### src/rtl/gsat_ram.sv
// Generic single-clock RAM: one write port, one read port with registered
// read data and read enable. Read during write to the same entry returns old data.
`default_nettype none

module gsat_ram #(
	parameter int WIDTH = 8,
	parameter int DEPTH = 16
) (
	input  wire logic                       clk,
	input  wire logic                       we,
	input  wire logic [$clog2(DEPTH)-1:0]   waddr,
	input  wire logic [WIDTH-1:0]           wdata,
	input  wire logic                       re,
	input  wire logic [$clog2(DEPTH)-1:0]   raddr,
	output logic      [WIDTH-1:0]           rdata
);

	logic [WIDTH-1:0] mem [DEPTH];

	always_ff @(posedge clk) begin
		if (we) begin
			mem[waddr] <= wdata;
		end
		if (re) begin
			rdata <= mem[raddr];
		end
	end

endmodule

`default_nettype wire

### config.mk
export PLATFORM = sky130hd
export DESIGN_NAME = gsat_ram
export DESIGN_NICKNAME = d
export VERILOG_FILES = /design/src/rtl/gsat_ram.sv
export SDC_FILE = /design/constraint.sdc
export NUM_CORES = 1
export LEC_CHECK = 0
export BUFFER_PORTS_ARGS = -buffer_cell sky130_fd_sc_hd__buf_2
export CAP_MARGIN = 20
export CELL_PAD_IN_SITES_DETAIL_PLACEMENT = 2
export CELL_PAD_IN_SITES_GLOBAL_PLACEMENT = 2
export CORE_MARGIN = 4
export CORE_UTILIZATION = 45
export CTS_BUF_LIST = sky130_fd_sc_hd__clkbuf_4 sky130_fd_sc_hd__clkbuf_8
export CTS_CLUSTER_SIZE = 16
export DETAILED_ROUTE_END_ITERATION = 8
export HOLD_SLACK_MARGIN = 0.15
export PLACE_DENSITY_LB_ADDON = 0.15
export SLEW_MARGIN = 20
export SYNTH_ARGS = -nofsm -noshare
export SYNTH_HDL_FRONTEND = slang
export SYNTH_SLANG_ARGS = --single-unit
export TNS_END_PERCENT = 10
### constraint.sdc
create_clock -name clk -period 2.15 [get_ports clk]
set_input_delay 0.43 -clock clk [delete_from_list [all_inputs] [get_ports clk]]
set_output_delay 0.43 -clock clk [all_outputs]
set_load 0.01 [all_outputs]
Word level (Yosys, flattened, before mapping)
Memories as Yosys holds them, arrays and structs flattened. A register that Yosys moved wholly into a read port is not among the register bits.
Index checks and enable logic that the tools add are counted.
{ "totals": {"input_bits": 19, "wordCells": 3, "mem_bits_rw": 128, "register_bits": 0, "mem_count": 1} }
{ "classes": {"mux": 2} }
{ "memory_table": {"columns": ["memory", "words", "word_bits", "read_ports", "rd_ports_with_merged_regs", "write_ports", "line", "text"], "rows": [
  ["mem", 16, 8, 1, 1, 1, "18", "logic [WIDTH-1:0] mem [DEPTH];"]
]} }
{ "op_table": {"columns": ["cell", "n"], "rows": [
  ["two-way mux 1 bit", 2]
]} }

Depth between registers and ports, before layout
Gate-level depths: netlist of the first run.
{ "depth": {"ltp_word": 2, "depth_mapped": 5, "ltp_nobuf": 3} }

Worst setup path before layout of the first run
Ideal clock, no wire load.
{ "synth_timing": {"path_type": "in2reg", "startpoint": "in waddr[2]", "endpoint": "mem mem[0][0] (enable)", "path_slack_ps": 227, "setup_time_ps": 383, "required_ps": 1767, "cell_stages": 2, "arrival_time_ps": 1540, "path_buffers": 0, "cell_sequence": "or3b_2 > nor3_1"} }
{ "synth_rtl": {"columns": ["item", "line", "text"], "rows": [
  ["start: declaration", "11", "input wire logic [$clog2(DEPTH)-1:0] waddr,"],
  ["end: declaration", "18", null]
]} }
Straight into the memory's write port.

==> results of run 1 <==
-- kinds of logic (layout without fill, tap and decap cells) --
family / after synthesis / count (layout) / synth area share (%)
AO/OA/AOI/OAI: 16 / 16 / 2.30
AND/OR/NAND/NOR: 35 / 35 / 3.14
flip-flops: 136 / 136 / 78.1
buffers and inverters: 10 / 79 / 1.65
multiplexers: 32 / 32 / 14.8
-- how the worst max path moves through the flow --
stage                     cells past startpoint   endpoint  startpoint
after global placement                        5   rdata[1]    raddr[0]
after detailed placement                      5   rdata[1]    raddr[0]
after floorplan                               2  mem[0][0]    waddr[2]
final                                         5   rdata[6]    raddr[0]
after global routing                          5   rdata[1]    raddr[0]
after CTS                                     5   rdata[1]    raddr[0]
-- flip-flops by register name, indices dropped and copies added (netlist names) --
register,flops
mem,128
rdata,8
-- worst max-delay path: cells and delay by family --
family                 cells  cell delay [ns]
multiplexers               1             0.54
buffers and inverters      2             0.37
AO/OA/AOI/OAI              1             0.34
AND/OR/NAND/NOR            1             0.09
-- per-stage QoR --
| stage | worst slack (ns) | cells |
|---|---|---|
| after CTS | 0.536 | 441 |
| after global routing | 0.494 | 441 |
| after detailed placement | 0.0612 | 409 |
| after global placement | 0.117 | 409 |
| after floorplan | 0.227 | 229 |
| final | 0.546 | 441 |
-- final cells by class --
cell class | count | area, um^2
flip-flops and latches | 136 | 4080
multi-input cells | 83 | 1060
fillers | 990 | 5460
clock buffers | 17 | 234
repair buffers | 47 | 313
clock inverters | 15 | 92.6
well taps | 143 | 179
-- where the power goes --
part | switching [mW] | internal [mW]
combinational | 0.180 | 0.120
clock | 0.926 | 0.866
sequential | 0.0185 | 2.99
total | 1.12 | 3.97
-- layer usage --
layer,vias to the layer above,GRT usage (%)
met2,80,31.9
met1,1350,28.2
met3,11,6.48
met4,0,6.03
met5,-,0
li1,1091,-
-- synth_stat cells --
cell type        count  area, um^2
nand3_1              1        5.00
edfxtp_1           136        4080
mux4_2              18         405
clkdlybuf4s25_2      3        30.0
nand2_1              9        33.8
or3b_2               1        8.76
nand3b_1             2        15.0
buf_4                1        7.51
a22oi_1             16         120
and2b_1              1        7.51
and2_1               1        6.26
nor3_1               4        20.0
nor2b_1              1        6.26
buf_2                3        15.0
buf_6                3        33.8
nand2b_1             2        12.5
nor2_1              13        48.8
mux4_1              14         368
==> flow_summary.yaml, run 1 <==
placement:
  portBuffers: 26
  post-dp-hpwl_um: 8030
  gp_congestion: 0.693
  dpl_cell_area_mm2: 0.00563
final_layout:
  drive_gt1_share_pct: 30.2
  fin_util_pct: 52.2
  stdcell_area_mm2: 0.00596
  antennaDiodeCount: 0
  final_nets: 304
  layout_common_cells: "136 x edfxtp_1, 26 x buf_2, 19 x buf_4, 18 x mux4_2, 17 x clkbuf_8"
  syn2layout_area_growth_pct: 14.0
  mostFrequentLayoutCell: "edfxtp_1"
synthesis:
  synth.avg_cell_area_um2: 22.8
  yosysSeqAreaShare_pct: 78.1
  ys_ff_latch: 136
  synth_nets: 248
  synth_cell_type_count: 18
  yosysWarnings: 0
  syn_inst: 229
  synthesis.area_mm2: 0.00523
timing:
  slew_headroom_pct: 71.7
  fmaxAchievable_mhz: 624
  setup_viol: 0
  drv_slew: 0
  post-route-period-util_pct: 74.6
  min_period_ns: 1.60
  clock_skew_ns: 0.00957
  timing.hold.ws_ns: 0.353
  rsz0062_at_grt: "no"
  fin_setup_tns_ns: 0
  worst_slew_pin_slew_ns: 0.424
  hold_viol: 0
power_and_ir_drop:
  total_power_mw: 5.10
  p_per_area_mw_per_mm2: 855
  vdd_drop_max_mv: 0.472
  p_leak_nw: 2.00
grt:
  grt-ovfl-total: 0
  grt_pass1_wl_um: 18800
  grt_max_degree: 33
  grtUsageTotal_pct: 20.5
  antenna_found_initial: 0
  grt_pass1_vias: 2832
floorplan:
  die_h_um: 116
  dieArea_mm2: 0.0134
  boundaryPins: 27
  die_w_um: 116
  initial_core_util_pct: 45.8
  rows: 39
  core_region_area_mm2: 0.0114
clock_tree:
  cts_tree: "done"
  clkTransAtPathRegs_ns: 0.07
  htree_levels: 4
  cts_buffers: 17
  worstSkewPairLatency_ns: 0.44
  cts_buffer_depth: 2
  ctsResizeCount: 0
  clockRootBuffer: "clkbuf_8"
  numClockSinks: 136
  holdBufCountCts: 0
  post_cts_buffers: 0
hold_path:
  hold_depth: 1
  holdPathEnd: "rdata[7]"
  hold_start: "re"
  hold_path.class: "in2reg"
critical_path:
  path_cells: "buf_2, buf_12, mux4_2, a22oi_1, nand2_1"
  reg2regPathDepth: 3
  worstPathRequired_ns: 2.33
  cp-start-kind: "input port"
  r2r-start: "mem[11][6]"
  crit_type: "in2reg"
  critPathMaxStageDelay_ns: 0.54
  worstPathArrival_ns: 1.79
  rr_endpoint: "rdata[6]"
  rrSetupSlack_ns: 0.60
  crit_path_end_kind: "register"
  crit_slowest_cell: "mux4_2"
  path_max_fanout: 24
routing:
  wl_met2_um: 6260
  routed_wl_um: 12700
  drt_iter0_drc: 215
  highest_layer: "met4"
  route.antenna.remaining_nets: 0
  vias_per_cell: 5.74
  wl_met3_um: 772
  route.detailed.drc: 0
  routedWlPerCell_um: 28.7
  m1WireLength_um: 5490
  num_vias: 2532
  first_pass_iters: 5
run_status:
  status: "completed"
flow_run:
  max-cap-violations: 0
(Power assumes the default switching activity.)
==> inputs of run 2 (changes only) <==
==> constraint.sdc (replaced) <==
create_clock -name clk -period 1.6 [get_ports clk]
set_input_delay 0.32 -clock clk [delete_from_list [all_inputs] [get_ports clk]]
set_output_delay 0.32 -clock clk [all_outputs]
set_load 0.01 [all_outputs]
==> run 2 against run 1 <==
  * Combinational power rose by 42%
  * Clock power up 69%
  * Critical path depth decreased by 2
  * Clock skew increased by 0.0073 ns
  * Hold slack got worse by 0.087 ns
  * Count of clock-buffer cells in the layout unchanged
  * Flip-flop and latch count stayed put
  * Final area rose by 3.3%
  * Power increased by 47%
  * Sequential power is 35% higher
==> flow_summary.yaml, run 2 (synthesized netlist as in run 1, its figures left out) <==
timing:
  min_period_ns: 1.54
  setup_viol: 0
  post-route-period-util_pct: 96.3
  worst_slew_pin_slew_ns: 0.901
  fmaxAchievable_mhz: 649
  slew_headroom_pct: 39.7
  drv_slew: 0
  clock_skew_ns: 0.0169
  rsz0062_at_grt: "no"
  fin_ws_ns: 0.0589
  hold_viol: 0
routing:
  route.detailed.drc: 0
  first_pass_iters: 4
  route.antenna.remaining_nets: 0
  drt_iter0_drc: 269
  vias_per_cell: 5.87
  num_vias: 2630
  routedWlPerCell_um: 31.0
  routed_wl_um: 13900
clock_tree:
  cts_buffers: 17
  ctsResizeCount: 0
  worstSkewPairLatency_ns: 0.44
  holdBufCountCts: 0
  cts_buffer_depth: 2
  post_cts_buffers: 0
  clockRootBuffer: "clkbuf_8"
  htree_levels: 4
  numClockSinks: 136
  cts_tree: "done"
  clkTransAtPathRegs_ns: 0.09
hold_path:
  hold_path.class: "in2reg"
  hold_depth: 1
  holdPathEnd: "rdata[3]"
  hold_start: "re"
power_and_ir_drop:
  p_per_area_mw_per_mm2: 1220
  vdd_drop_max_mv: 0.736
  p_leak_nw: 2.08
final_layout:
  antennaDiodeCount: 0
  mostFrequentLayoutCell: "edfxtp_1"
  final_nets: 311
  fin_util_pct: 53.9
  layout_common_cells: "136 x edfxtp_1, 26 x buf_2, 23 x buf_4, 19 x mux4_2, 17 x clkbuf_8"
  drive_gt1_share_pct: 35.4
  regMostFlops: "mem"
  largest_reg_flops: 128
  largestRegisters: "mem x128, rdata x8"
  syn2layout_area_growth_pct: 17.8
placement:
  gp_congestion: 0.708
  portBuffers: 26
  pre_cts_ws_ns: -0.333
  post-dp-hpwl_um: 8610
floorplan:
  core_region_area_mm2: 0.0114
  dieArea_mm2: 0.0134
  die_w_um: 116
  rows: 39
  die_h_um: 116
  boundaryPins: 27
  initial_core_util_pct: 45.8
critical_path:
  rrSetupSlack_ns: 0.06
  crit_type: "reg2reg"
  r2r-start: "mem[1][2]"
  reg2regPathDepth: 3
  crit_path_end_kind: "register"
  path_max_fanout: 1
  worstPathArrival_ns: 1.74
  worstSetupStartpoint: "mem[1][2]"
  rr_endpoint: "rdata[2]"
  worstPathRequired_ns: 1.80
  cp-start-kind: "register"
grt:
  grt_pass1_wl_um: 20300
  grt-ovfl-total: 0
  grt_pass1_vias: 2964
  grtUsageTotal_pct: 22.5
  grt_max_degree: 21
  antenna_found_initial: 0
flow_run:
  max-cap-violations: 0
run_status:
  status: "completed"
[run 2: cell count changes in the layout (fill, tap and decap cells not counted)]
cell        previous run  this run
nor3_2                 0         1
buf_12                 2         5
mux4_2                18        19
a22oi_1               16        13
clkinv_1               8         2
clkinv_4               0         1
bufinv_16              1         4
buf_4                 19        23
clkinvlp_4             1         3
a22oi_2                0         3
nor3_1                 4         3
mux4_1                14        13
[run 2: worst max path at each step]
stage / to / slack [ns]
floorplan: rdata[1] / -0.002
global placement: rdata[3] / -0.31
detailed placement: rdata[3] / -0.33
CTS: rdata[2] / 0.004
global route: rdata[2] / 0.004
finish: rdata[2] / 0.06
[run 2: per-layer routing]
| metal | wire, um | global-route usage (%) | share of wire, % | vias up |
|---|---|---|---|---|
| met5 | 0 | 0 | 0 | - |
| met4 | 158 | 7.12 | 1.1 | 0 |
| met3 | 771 | 5.85 | 5.6 | 14 |
| met2 | 7150 | 36.6 | 52 | 92 |
| met1 | 5790 | 29.9 | 42 | 1422 |
| li1 | - | - | - | 1102 |
[run 2: worst max-delay path: stages (launching register included)]
cell	delay, ns
edfxtp_1	0.42
mux4_1	0.56
a22oi_2	0.25
nand2_1	0.07
[run 2: per-stage QoR]
step	std cells	TNS [ns]	cell area, um^2	hold slack [ns]	power, mW
after floorplan	229	-0.00969	5230	0.419	4.32
after CTS	448	0	6150	0.216	7.60
after global routing	448	0	6160	0.223	7.78
final	448	0	6160	0.266	7.51
after global placement	416	-1.95	5730	0.709	4.51
after detailed placement	416	-2.35	5730	0.719	4.54
[run 2: power breakdown]
part	internal, mW	leakage [nW]	switching (mW)	total [mW]
Clock	1.67	0.206	1.36	3.03
Sequential	4.01	1.24	0.0340	4.04
Combinational	0.183	0.638	0.243	0.426
Total	5.87	2.08	1.64	7.51
[run 2: final cells by class]
| class | instances | area, um^2 |
|---|---|---|
| clock buffer | 17 | 234 |
| clock inverter | 15 | 184 |
| fill | 967 | 5260 |
| sequential | 136 | 4080 |
| timing repair buffer | 54 | 403 |
| tap | 143 | 179 |
| multi-input combinational | 83 | 1070 |
